## src/rtl/core/mlds_pkg.sv

```systemverilog
package mlds_pkg;

    localparam int LANES     = 16;
    localparam int LANE_W    = 32;
    localparam int KEY_LANE  = 15;
    localparam int DIST_W    = 5;
    localparam int NUM_W     = 10;
    localparam int TENSION_W = 15;

    localparam logic [TENSION_W-1:0] TENSION_MAX = 15'd16384;
    localparam logic [DIST_W-1:0]    NO_MIN      = 5'd31;
    localparam logic [1:0]           SPIKE_SAT   = 2'd2;

    // Both internal queues hold two entries.
    localparam int Q_DEPTH = 2;
    localparam int Q_PTR_W = 1;
    localparam int Q_CNT_W = 2;

    localparam logic REQ_QUERY = 1'b0;

    typedef enum logic [1:0] {
        CFG_SECRET_MASK = 2'd0,
        CFG_SPIKE_THR   = 2'd1,
        CFG_REJECT_THR  = 2'd2,
        CFG_GUARD_EN    = 2'd3
    } t_cfg_index;

    typedef enum logic [1:0] {
        STATUS_RESOLVED = 2'd0,
        STATUS_NO_MATCH = 2'd1,
        STATUS_SPIKE    = 2'd2
    } t_status;

    typedef enum logic [1:0] {
        KIND_QUERY      = 2'd0,
        KIND_QUERY_LAST = 2'd1,
        KIND_ATOM       = 2'd2,
        KIND_ATOM_LAST  = 2'd3
    } t_kind;

    typedef struct packed {
        logic [LANE_W-1:0] secret_mask;
        logic [DIST_W-1:0] spike_threshold;
        logic [DIST_W-1:0] rejection_threshold;
        logic              spike_guard_enable;
    } t_cfg;

    typedef struct packed {
        t_kind                        kind;
        logic [LANE_W-1:0]            key;
        logic [LANES-1:0][LANE_W-1:0] lanes;
    } t_work;

    typedef struct packed {
        logic [DIST_W-1:0]    atom_distance;
        logic                 key_matched;
        logic [NUM_W-1:0]     atom_number;
        logic                 done_res;
        t_status              status;
        logic [NUM_W-1:0]     best_index;
        logic [TENSION_W-1:0] tension;
    } t_result;

endpackage

```

## src/rtl/core/mlds_front.sv

```systemverilog
module mlds_front
    import mlds_pkg::*;
(
    input  logic                         i_clk,
    input  logic                         i_rst_n,
    input  logic [LANE_W-1:0]            i_secret_mask,
    input  logic                         i_push,
    input  logic                         i_req_type,
    input  logic [LANES-1:0][LANE_W-1:0] i_lanes,
    input  logic [LANE_W-1:0]            i_atom_key,
    input  logic                         i_last,
    output logic                         o_full,
    output logic                         o_valid,
    output t_work                        o_work,
    input  logic                         i_take
);

    t_work               r_buf [Q_DEPTH];
    logic [Q_PTR_W-1:0]  r_wr_ptr;
    logic [Q_PTR_W-1:0]  r_rd_ptr;
    logic [Q_CNT_W-1:0]  r_count;
    t_work               w_entry;
    logic                w_push;
    logic                w_pop;

    // The key is masked here; the user changes the mask only while no item is in flight; the block does not enforce it.
    always_comb begin
        unique case ({i_req_type, i_last})
            {REQ_QUERY, 1'b0}:  w_entry.kind = KIND_QUERY;
            {REQ_QUERY, 1'b1}:  w_entry.kind = KIND_QUERY_LAST;
            {~REQ_QUERY, 1'b0}: w_entry.kind = KIND_ATOM;
            default:            w_entry.kind = KIND_ATOM_LAST;
        endcase
        if (i_req_type == REQ_QUERY) begin
            w_entry.key = i_lanes[KEY_LANE] & i_secret_mask;
        end else begin
            w_entry.key = i_atom_key & i_secret_mask;
        end
        w_entry.lanes = i_lanes;
    end

    assign o_full  = (r_count == Q_CNT_W'(Q_DEPTH));
    assign o_valid = (r_count != '0);
    assign o_work  = r_buf[r_rd_ptr];
    assign w_push  = i_push && !o_full;
    assign w_pop   = i_take && o_valid;

    always_ff @(posedge i_clk) begin
        if (w_push) begin
            r_buf[r_wr_ptr] <= w_entry;
        end
    end

    always_ff @(posedge i_clk) begin
        if (!i_rst_n) begin
            r_wr_ptr <= '0;
            r_rd_ptr <= '0;
            r_count  <= '0;
        end else begin
            if (w_push) begin
                r_wr_ptr <= r_wr_ptr + 1'b1;
            end
            if (w_pop) begin
                r_rd_ptr <= r_rd_ptr + 1'b1;
            end
            r_count <= r_count + Q_CNT_W'(w_push) - Q_CNT_W'(w_pop);
        end
    end

endmodule

```

## src/rtl/core/mlds_back.sv

```systemverilog
module mlds_back
    import mlds_pkg::*;
#(
    parameter int MAX_ATOMS = 1024
) (
    input  logic    i_clk,
    input  logic    i_rst_n,
    input  t_cfg    i_cfg,
    input  logic    i_valid,
    input  t_work   i_work,
    output logic    o_take,
    input  logic    i_pop,
    output logic    o_empty,
    output t_result o_result
);

    localparam int CNT_W = $clog2(MAX_ATOMS);

    logic [LANES-1:0][LANE_W-1:0] r_query_lanes;
    logic [DIST_W-1:0]            r_min;
    logic [CNT_W-1:0]             r_best;
    logic [TENSION_W-1:0]         r_tension;
    logic [1:0]                   r_tally;
    logic [CNT_W-1:0]             r_atom_cnt;

    logic [DIST_W-1:0]            n_min;
    logic [CNT_W-1:0]             n_best;
    logic [TENSION_W-1:0]         n_tension;
    logic [1:0]                   n_tally;
    logic [CNT_W-1:0]             n_atom_cnt;

    t_result                      r_out [Q_DEPTH];
    logic [Q_PTR_W-1:0]           r_wr_ptr;
    logic [Q_PTR_W-1:0]           r_rd_ptr;
    logic [Q_CNT_W-1:0]           r_count;

    logic [LANES-1:0]             w_lane_diff;
    logic                         w_matched;
    logic [DIST_W-1:0]            w_dist;
    logic [TENSION_W:0]           w_sum;
    logic [CNT_W+NUM_W-1:0]       w_num_wide;
    logic [CNT_W+NUM_W-1:0]       w_best_wide;
    logic                         w_out_full;
    logic                         w_is_query;
    logic                         w_is_last;
    logic                         w_push;
    logic                         w_pop;
    t_status                      w_status;
    t_result                      w_result;

    assign w_is_query = (i_work.kind == KIND_QUERY) || (i_work.kind == KIND_QUERY_LAST);
    assign w_is_last  = (i_work.kind == KIND_QUERY_LAST) || (i_work.kind == KIND_ATOM_LAST);
    assign w_out_full = (r_count == Q_CNT_W'(Q_DEPTH));

    // A query without last makes no result, so it never waits on the output queue.
    assign o_take = i_valid && (!w_out_full || i_work.kind == KIND_QUERY);
    assign w_push = o_take && (i_work.kind != KIND_QUERY);
    assign w_pop  = i_pop && !o_empty;

    always_comb begin
        for (int i = 0; i < LANES; i++) begin
            w_lane_diff[i] = (i_work.lanes[i] != r_query_lanes[i]);
        end
        // The query key is masked here, since the mask may change between a query
        // and the atoms that follow it.
        w_matched = (i_work.key == (r_query_lanes[KEY_LANE] & i_cfg.secret_mask));
        w_dist    = w_matched ? DIST_W'($countones(w_lane_diff)) : '0;
        w_sum     = {1'b0, r_tension} + (TENSION_W+1)'(w_dist);

        n_min      = r_min;
        n_best     = r_best;
        n_tension  = r_tension;
        n_tally    = r_tally;
        n_atom_cnt = r_atom_cnt;
        if (w_matched) begin
            n_tension = (w_sum > {1'b0, TENSION_MAX}) ? TENSION_MAX : w_sum[TENSION_W-1:0];
            if (w_dist <= i_cfg.spike_threshold && r_tally < SPIKE_SAT) begin
                n_tally = r_tally + 2'd1;
            end
            if (w_dist < r_min) begin
                n_min  = w_dist;
                n_best = r_atom_cnt;
            end
        end
        if (r_atom_cnt < CNT_W'(MAX_ATOMS - 1)) begin
            n_atom_cnt = r_atom_cnt + 1'b1;
        end

        if (i_cfg.spike_guard_enable && n_tally >= SPIKE_SAT) begin
            w_status = STATUS_SPIKE;
        end else if (n_min == NO_MIN || n_min > i_cfg.rejection_threshold) begin
            w_status = STATUS_NO_MATCH;
        end else begin
            w_status = STATUS_RESOLVED;
        end

        w_num_wide  = {{NUM_W{1'b0}}, r_atom_cnt};
        w_best_wide = {{NUM_W{1'b0}}, n_best};

        w_result = '0;
        w_result.status = STATUS_RESOLVED;
        if (w_is_query) begin
            w_result.done_res = 1'b1;
            w_result.status   = STATUS_NO_MATCH;
        end else begin
            w_result.atom_distance = w_dist;
            w_result.key_matched   = w_matched;
            w_result.atom_number   = w_num_wide[NUM_W-1:0];
            if (w_is_last) begin
                w_result.done_res = 1'b1;
                w_result.status   = w_status;
                w_result.tension  = n_tension;
                if (w_status == STATUS_RESOLVED) begin
                    w_result.best_index = w_best_wide[NUM_W-1:0];
                end
            end
        end
    end

    always_ff @(posedge i_clk) begin
        if (!i_rst_n) begin
            r_query_lanes <= '0;
            r_min         <= NO_MIN;
            r_best        <= '0;
            r_tension     <= '0;
            r_tally       <= '0;
            r_atom_cnt    <= '0;
        end else if (o_take) begin
            if (w_is_query || w_is_last) begin
                r_min      <= NO_MIN;
                r_best     <= '0;
                r_tension  <= '0;
                r_tally    <= '0;
                r_atom_cnt <= '0;
            end else begin
                r_min      <= n_min;
                r_best     <= n_best;
                r_tension  <= n_tension;
                r_tally    <= n_tally;
                r_atom_cnt <= n_atom_cnt;
            end
            if (w_is_query) begin
                r_query_lanes <= i_work.lanes;
            end
        end
    end

    always_ff @(posedge i_clk) begin
        if (w_push) begin
            r_out[r_wr_ptr] <= w_result;
        end
    end

    always_ff @(posedge i_clk) begin
        if (!i_rst_n) begin
            r_wr_ptr <= '0;
            r_rd_ptr <= '0;
            r_count  <= '0;
        end else begin
            if (w_push) begin
                r_wr_ptr <= r_wr_ptr + 1'b1;
            end
            if (w_pop) begin
                r_rd_ptr <= r_rd_ptr + 1'b1;
            end
            r_count <= r_count + Q_CNT_W'(w_push) - Q_CNT_W'(w_pop);
        end
    end

    assign o_empty  = (r_count == '0);
    assign o_result = r_out[r_rd_ptr];

endmodule

```

## src/rtl/core/masked_lane_distance_min_search.sv

```systemverilog
// One item is accepted per clock cycle while full is low; items are registered in the
// input queue, results in the output queue. The compare, lane count and running
// minimum per atom are combinational in the search engine between two 2-entry queues.
// Synchronous active-low reset empties both queues, restores the register defaults,
// zeroes the query lanes and clears the search state. No clearing pass is needed.
module masked_lane_distance_min_search
    import mlds_pkg::*;
#(
    parameter int MAX_ATOMS = 1024
) (
    input  logic                  i_clk,
    input  logic                  i_rst_n,

    input  logic                  i_cfg_we,
    input  logic [1:0]            i_cfg_index,
    input  logic [LANE_W-1:0]     i_cfg_data,

    input  logic                  push,
    output logic                  full,
    input  logic                  i_req_type,
    input  logic [63:0]           i_lanes_0_1,
    input  logic [63:0]           i_lanes_2_3,
    input  logic [63:0]           i_lanes_4_5,
    input  logic [63:0]           i_lanes_6_7,
    input  logic [63:0]           i_lanes_8_9,
    input  logic [63:0]           i_lanes_10_11,
    input  logic [63:0]           i_lanes_12_13,
    input  logic [63:0]           i_lanes_14_15,
    input  logic [LANE_W-1:0]     i_atom_key,
    input  logic                  i_last,

    output logic                  empty,
    input  logic                  pop,
    output logic [DIST_W-1:0]     o_atom_distance,
    output logic                  o_key_matched,
    output logic [NUM_W-1:0]      o_atom_number,
    output logic                  o_done_res,
    output logic [1:0]            o_status,
    output logic [NUM_W-1:0]      o_best_index,
    output logic [TENSION_W-1:0]  o_tension
);

    t_cfg                         r_cfg;
    logic [LANES-1:0][LANE_W-1:0] w_lanes;
    logic                         w_valid;
    logic                         w_take;
    t_work                        w_work;
    t_result                      w_result;

    always_ff @(posedge i_clk) begin
        if (!i_rst_n) begin
            r_cfg.secret_mask         <= '1;
            r_cfg.spike_threshold     <= '0;
            r_cfg.rejection_threshold <= 5'd8;
            r_cfg.spike_guard_enable  <= 1'b0;
        end else if (i_cfg_we) begin
            unique case (i_cfg_index)
                CFG_SECRET_MASK: r_cfg.secret_mask         <= i_cfg_data;
                CFG_SPIKE_THR:   r_cfg.spike_threshold     <= i_cfg_data[DIST_W-1:0];
                CFG_REJECT_THR:  r_cfg.rejection_threshold <= i_cfg_data[DIST_W-1:0];
                default:         r_cfg.spike_guard_enable  <= i_cfg_data[0];
            endcase
        end
    end

    assign w_lanes = {i_lanes_14_15, i_lanes_12_13, i_lanes_10_11, i_lanes_8_9,
                      i_lanes_6_7, i_lanes_4_5, i_lanes_2_3, i_lanes_0_1};

    mlds_front u_front (
        .i_clk         (i_clk),
        .i_rst_n       (i_rst_n),
        .i_secret_mask (r_cfg.secret_mask),
        .i_push        (push),
        .i_req_type    (i_req_type),
        .i_lanes       (w_lanes),
        .i_atom_key    (i_atom_key),
        .i_last        (i_last),
        .o_full        (full),
        .o_valid       (w_valid),
        .o_work        (w_work),
        .i_take        (w_take)
    );

    mlds_back #(
        .MAX_ATOMS (MAX_ATOMS)
    ) u_back (
        .i_clk    (i_clk),
        .i_rst_n  (i_rst_n),
        .i_cfg    (r_cfg),
        .i_valid  (w_valid),
        .i_work   (w_work),
        .o_take   (w_take),
        .i_pop    (pop),
        .o_empty  (empty),
        .o_result (w_result)
    );

    assign o_atom_distance = w_result.atom_distance;
    assign o_key_matched   = w_result.key_matched;
    assign o_atom_number   = w_result.atom_number;
    assign o_done_res      = w_result.done_res;
    assign o_status        = w_result.status;
    assign o_best_index    = w_result.best_index;
    assign o_tension       = w_result.tension;

endmodule

```

## config.mk

```make
export PLATFORM = sky130hd
export DESIGN_NAME = masked_lane_distance_min_search
export DESIGN_NICKNAME = d
export VERILOG_FILES = /design/src/rtl/core/mlds_pkg.sv /design/src/rtl/core/mlds_front.sv /design/src/rtl/core/mlds_back.sv /design/src/rtl/core/masked_lane_distance_min_search.sv
export SDC_FILE = /design/constraint.sdc
export NUM_CORES = 2
export LEC_CHECK = 0
export BUFFER_PORTS_ARGS = -buffer_cell sky130_fd_sc_hd__buf_4
export CAP_MARGIN = 30
export CORE_MARGIN = 2
export CORE_UTILIZATION = 24
export DETAILED_ROUTE_END_ITERATION = 16
export GPL_ROUTABILITY_DRIVEN = 0
export HOLD_SLACK_MARGIN = 0.1
export RECOVER_POWER = 100
export SYNTH_ARGS = -nofsm -noshare
export SYNTH_HDL_FRONTEND = slang
export SYNTH_SLANG_ARGS = --single-unit
```

## constraint.sdc

```tcl
create_clock -name i_clk -period 37.7 [get_ports i_clk]
set_input_delay 3.77 -clock i_clk [delete_from_list [all_inputs] [get_ports i_clk]]
set_output_delay 3.77 -clock i_clk [all_outputs]
set_load 0.01 [all_outputs]
```

# Yosys cells after proc, flatten, opt, wreduce, memory -nomap -nowiden

Memories as Yosys holds them, arrays and structs flattened. A register that Yosys moved wholly into a read port is not among the register bits.
Index checks and enable logic that the tools add are counted.

Bitwise operators: 4
$lt $le $gt $ge: 7
Add/sub/neg operators: 26
Reductions and logical operators: 30
Mux-type cells: 32
Equal/unequal tests: 26

Operator list:

| operator                                                         | number |
|---|---|
| inequality test 32 bit                                           | 16 |
| bitwise AND 32 bit                                               | 3 |
| two-way mux 10 bit                                               | 6 |
| two-way mux 15 bit                                               | 3 |
| adder 5 bit                                                      | 7 |
| equality test 32 bit                                             | 1 |
| two-way mux 32 bit                                               | 1 |
| two-way mux 28 bit                                               | 1 |
| two-way mux 25 bit                                               | 1 |
| two-way mux 5 bit                                                | 4 |
| adder 1 x 1 -> 2 bit                                             | 8 |
| adder 15 x 5 -> 16 bit                                           | 1 |
| greater-than comparator 16 x 15 -> 1 bit (second input constant) | 1 |
| two-way mux 16 bit                                               | 1 |
| AND reduction 2 bit                                              | 6 |
| adder 10 x 1 -> 10 bit (second input constant)                   | 1 |
| equality test 2 bit (second input constant)                      | 5 |
| zero test 2 bit                                                  | 5 |
| less-than comparator 10 bit (second input constant)              | 1 |
| two-way mux 1 bit                                                | 9 |
| two-way mux 2 bit                                                | 4 |
| logical AND 1 bit                                                | 7 |
| equality test 2 x 1 -> 1 bit (second input constant)             | 3 |
| case mux 2 bit (3 select lines)                                  | 1 |
| other kinds (16)                                                 | 29 |

Memory bits (writable): 1180
Input port bits: 585
Word-level logic and storage cells: 158
Output and inout bits: 46
Bits in registers: 605
Memories kept: 2

Memories:

| name          | words | width | read ports | clocked after memory_dff | wr ports | RTL line         | text |
|---|---|---|---|---|---|---|---|
| u_front.r_buf | 2     | 546   | 1          | 1                        | 1        | mlds_front.sv:18 | `t_work r_buf [Q_DEPTH];` |
| u_back.r_out  | 2     | 44    | 1          | 1                        | 1        | mlds_back.sv:32  | `t_result r_out [Q_DEPTH];` |

# Longest topological paths before layout

Depth in word-level cells: 17
Mapped depth: 38
Gate-level depth less buffers: 32

# By module

Synthesis repeated with hierarchy kept, for this count alone.

Cells, all modules: 5568
Area, all modules: 72533.3 sq um

By module, submodules not included:

| module                          | instances | cells each | area each (sq um) | seq. area each (sq um) |
|---|---|---|---|---|
| mlds_front                      | 1         | 1796       | 40418.8           | 32891.5 |
| mlds_back                       | 1         | 3584       | 30204.0           | 13833.3 |
| masked_lane_distance_min_search | 1         | 188        | 1910.6            | 860.8 |

# Worst setup path after synthesis

OpenSTA, ideal clock, no wires.

Kind: input to register
Start point: input port push
End point: register u_front.r_wr_ptr
Data required time: 37.535 ns
Buffers on the path: 0
Slack: 9.561 ns
Stages on the path: 3
Setup time: 0.165 ns
Arrival: 27.974 ns
Cell sequence: nand2_1 nor2_1 o21a_1

Cells in the longest elaborated chain, start to end: 1

Ends and longest elaborated chain:

| what                   | RTL line                              | text |
|---|---|---|
| start: declaration     | masked_lane_distance_min_search.sv:18 | `input logic push,` |
| logical AND 1 bit      | mlds_front.sv:45                      | `assign w_push = i_push && !o_full;` |
| end signal: assignment | mlds_front.sv:61                      | `r_wr_ptr <= r_wr_ptr + 1'b1;` |
| end: declaration       | mlds_front.sv:19                      | `logic [Q_PTR_W-1:0] r_wr_ptr;` |

No other way between the ends.
A chain may end at the register's enable or synchronous reset.

==> summary.md <==
| Metric | Value |
|---|---|
| Critical path depth | 14 |
| H-tree depth | 4 |
| Clk_skew | 0.08480 ns |
| Worst-path clk slew | 0.06 ns |
| Main synth FF type | edfxtp_1 |
| Ys async rst share | 0% |
| Total of max-cap violations | 40 |
| Reg2Reg Setup Slack | 15.12 ns |
| Total track usage | 11.92% |
| Peak per-stage delay on the critical path | 2.88 ns |
| Drt drc | 0 |
| Critical path's slowest cell | clkbuf_1 |
| Routed Antenna Nets | 0 |
| Share of cells above drive strength 1 | 11.38% |
| Clk_lat worst skew | 0.87 ns |
| Yosys warning count | 0 |
| Area after DPL | 0.08112 sq mm |
| Worst reg-to-reg path cell count | 14 |
| Run status | finished with violations |
| Pre-antenna DRT Iters | 6 |
| Startpoint Class | flop |
| Final worst-path cycle share | 59.90% |
| Post-synthesis cell area | 0.07198 sq mm |
| Inst Count DP | 9,453 |
| Crit Path Category | flop to flop |
| Rows | 201 |
| Non-Filler Instances | 9,844 |
| Top cell type's share of synthesized area | 49.23% |
| Vias in the first global route | 42,350 |
| Syn nets | 5,720 |
| Violated checks | max-capacitance violations, max-slew violations |
| Setup violators final | 0 |
| Sequential cell area | 0.04759 sq mm |
| Fmax | 44.28 MHz |
| Syn Area/Cell | 14.14 sq um |
| Final Critical Period | 22.58 ns |
| WL final | 189,700 um |
| Top cells by area, synth | edfxtp_1 (49%), dfxtp_1 (17%), mux2i_1 (8.3%), o211a_1 (7.1%), xor2_1 (6.3%) |
| TritonCTS clock tree | done |
| VDD IR max | 44.24 uV |
| Final Hold Viols | 0 |
| Initial antenna violation count | 53 |
| CTS-repair resized insts | 0 |
| Power Total | 0.006314 W |
| First-pass GRT wire length | 273,600 um |
| Gr ovfl total | 0 |
| Sequential fraction of the synthesis area | 66.11% |
| Root buf cell | clkbuf_16 |
| Fin area | 0.08629 sq mm |
| Sum of buffers and inverters on the critical path | 8 |
| Critical path, cell by cell | clkbuf_1 -> mux2_1 -> nor2_1 -> o32ai_1 -> clkbuf_1 -> nor2_1 -> clkbuf_1 -> clkbuf_1 -> clkbuf_1 -> clkbuf_1 -> clkbuf_1 -> clkbuf_1 -> nand2_1 -> o211a_1 |
| Footprint of the multi-input gates | 0.02308 sq mm |
| # fillers | 30,200 |
| Setup bufs post-CTS | 0 |
| CP dominant cell by count | clkbuf_1 |
| Commonest non-fill, non-tap cell in the layout | edfxtp_1 |
| Max Slew Vio Count | 2,637 |
| FF-to-FF End | u_back.r_query_lanes[74]$_SDFFE_PN0P_ |
| Via/cell ratio | 4.345 |
| Via count | 42,770 |
| CP Data Required Time | 38.43 ns |
| Hold Buf Count CTS | 0 |
| RSZ-0062 raised after global routing | false |
| Core box area | 0.2990 sq mm |
| Leading area contributor after synthesis | edfxtp_1 |
| Clock Sink Count | 1,787 |
| Max FO, Critical Path | 96 |
| Area Growth Syn to Fin | 19.88% |
| Tightest Hold Check Type | flop to flop |
| Dpl hpwl | 130,300 um |
| Worst Tran Pin Value | 9.956 ns |
| Starting Density | 24.07% |
| Die area | 0.3043 sq mm |
| Largest net degree at the start of global routing | 148 |
| Slew margin rel. | -563.7% |
| I/O Buffers | 630 |
| Setup crit end | u_back.r_query_lanes[74]$_SDFFE_PN0P_ |
| Endpoint class of the critical path | flop |
| Die height | 551.7 um |
| Clock Tree Buf Depth | 4 |
| Setup TNS | 0 ns |
| Synth Instances | 5,091 |
| Synthesized flop and latch total | 1,787 |
| Nets | 6,330 |
| Final core occ | 28.86% |
| Netlist cell types | 70 |
| CTS buffer count | 198 |
| Drt initial violations | 3,228 |
| Critical path's top delay family | buffers and inverters |
| Avg WL per Cell | 19.27 um |
| Top Ports | 631 |
| Most frequent cells in the layout | edfxtp_1 (1,180), nand2_1 (657), dfxtp_1 (607) |
| Arrival time at the worst endpoint | 23.31 ns |
| Post-synth EDFFs | 1,180 |
| Pwr dens | 73.17 mW/mm^2 |
| Die W | 551.7 um |
| Leakage | 35.65 nW |
==> kinds of logic (layout without fill, tap and decap cells) <==
family / after synthesis / after routing / share of synthesized area, %
buf+inv: 328 / 1106 / 1.804
mux: 648 / 648 / 9.096
simple gates: 1067 / 1067 / 6.789
other cells: 0 / 17 / 0
xor+xnor: 563 / 563 / 6.850
fa+ha+maj: 48 / 48 / 0.9456
flops: 1787 / 1787 / 66.11
compound gates: 650 / 650 / 8.406
==> cell usage after synthesis (all sizes together), types with 4 or more instances <==
library cell  instances
nand4               143
ha                   32
or3                   5
nor3                 10
o21ai                38
a21oi                25
xor2                516
nor4                 36
fa                   12
nand2               658
a21boi                5
clkbuf              213
a21o                  5
o211ai                4
nand3                46
buf                  66
maj3                  4
and2                 23
o31ai                 7
nor2                 65
xnor2                47
mux2i               599
o21a                  8
edfxtp             1180
nor2b                51
mux2                 49
o211a               512
dfxtp               607
a211oi                5
inv                  49
and4                  4
a22o                 13
a31oi                 8
and3                 13
==> registers in the layout, summed over array words and instances, names as in the netlist, 2 cells and up, named ones only <==
signal and count:
u_front.r_buf 1092, u_back.r_query_lanes 512, u_back.r_out 88, r_cfg 43, u_back.r_tension 15, u_back.r_atom_cnt 10
u_back.r_best 10, u_back.r_min 5, u_back.r_count 2, u_back.r_tally 2, u_front.r_count 2
==> per-layer routing <==
layer | wire length (um) | GRT usage, %
met3 | 11730 | 2.494
met5 | 250 | 0
met2 | 88500 | 19.46
met4 | 4268 | 3.228
met1 | 84940 | 15.94
==> layout make-up <==
type,count,area share [%]
Clock inverter,86,1.066
Multi-Input combinational cell,2976,26.74
Timing Repair Buffer,689,4.590
Sequential cell,1787,55.14
Antenna cell,17,0.04930
Clock buffer,282,6.457
Inverter,49,0.2131
Tap cell,3958,5.739
==> power by group <==
group	switching [W]	internal, W	total, W
sequential	0.000185	0.00254	0.00273
combinational	0.000972	0.000698	0.00167
clock	0.000806	0.00111	0.00192
total	0.00196	0.00435	0.00631
==> metrics by stage <==
stage	setup slack [ns]	hold slack, ns
3_3_place_gp	24.73	0.4557
5_1_grt	12.57	0.4873
3_5_place_dp	24.59	0.4602
2_1_floorplan	9.561	0.4422
4_1_cts	24.56	0.4810
6_report	15.12	0.4829
==> worst min path at each step <==
| stage | from | cells after the start | endpoint | slack (ns) |
|---|---|---|---|---|
| after detailed placement | u_back.r_best[5]$_SDFFE_PN0P_ | 1 | u_back.r_best[5]$_SDFFE_PN0P_ | 0.46 |
| after floorplan | u_back.r_best[0]$_SDFFE_PN0P_ | 1 | u_back.r_best[0]$_SDFFE_PN0P_ | 0.44 |
| after global routing | u_back.r_best[1]$_SDFFE_PN0P_ | 1 | u_back.r_best[1]$_SDFFE_PN0P_ | 0.49 |
| after CTS | u_back.r_best[4]$_SDFFE_PN0P_ | 1 | u_back.r_best[4]$_SDFFE_PN0P_ | 0.48 |
| final | u_back.r_best[5]$_SDFFE_PN0P_ | 1 | u_back.r_best[5]$_SDFFE_PN0P_ | 0.48 |
| after global placement | u_back.r_best[7]$_SDFFE_PN0P_ | 1 | u_back.r_best[7]$_SDFFE_PN0P_ | 0.46 |
(Power assumes the default switching activity.)
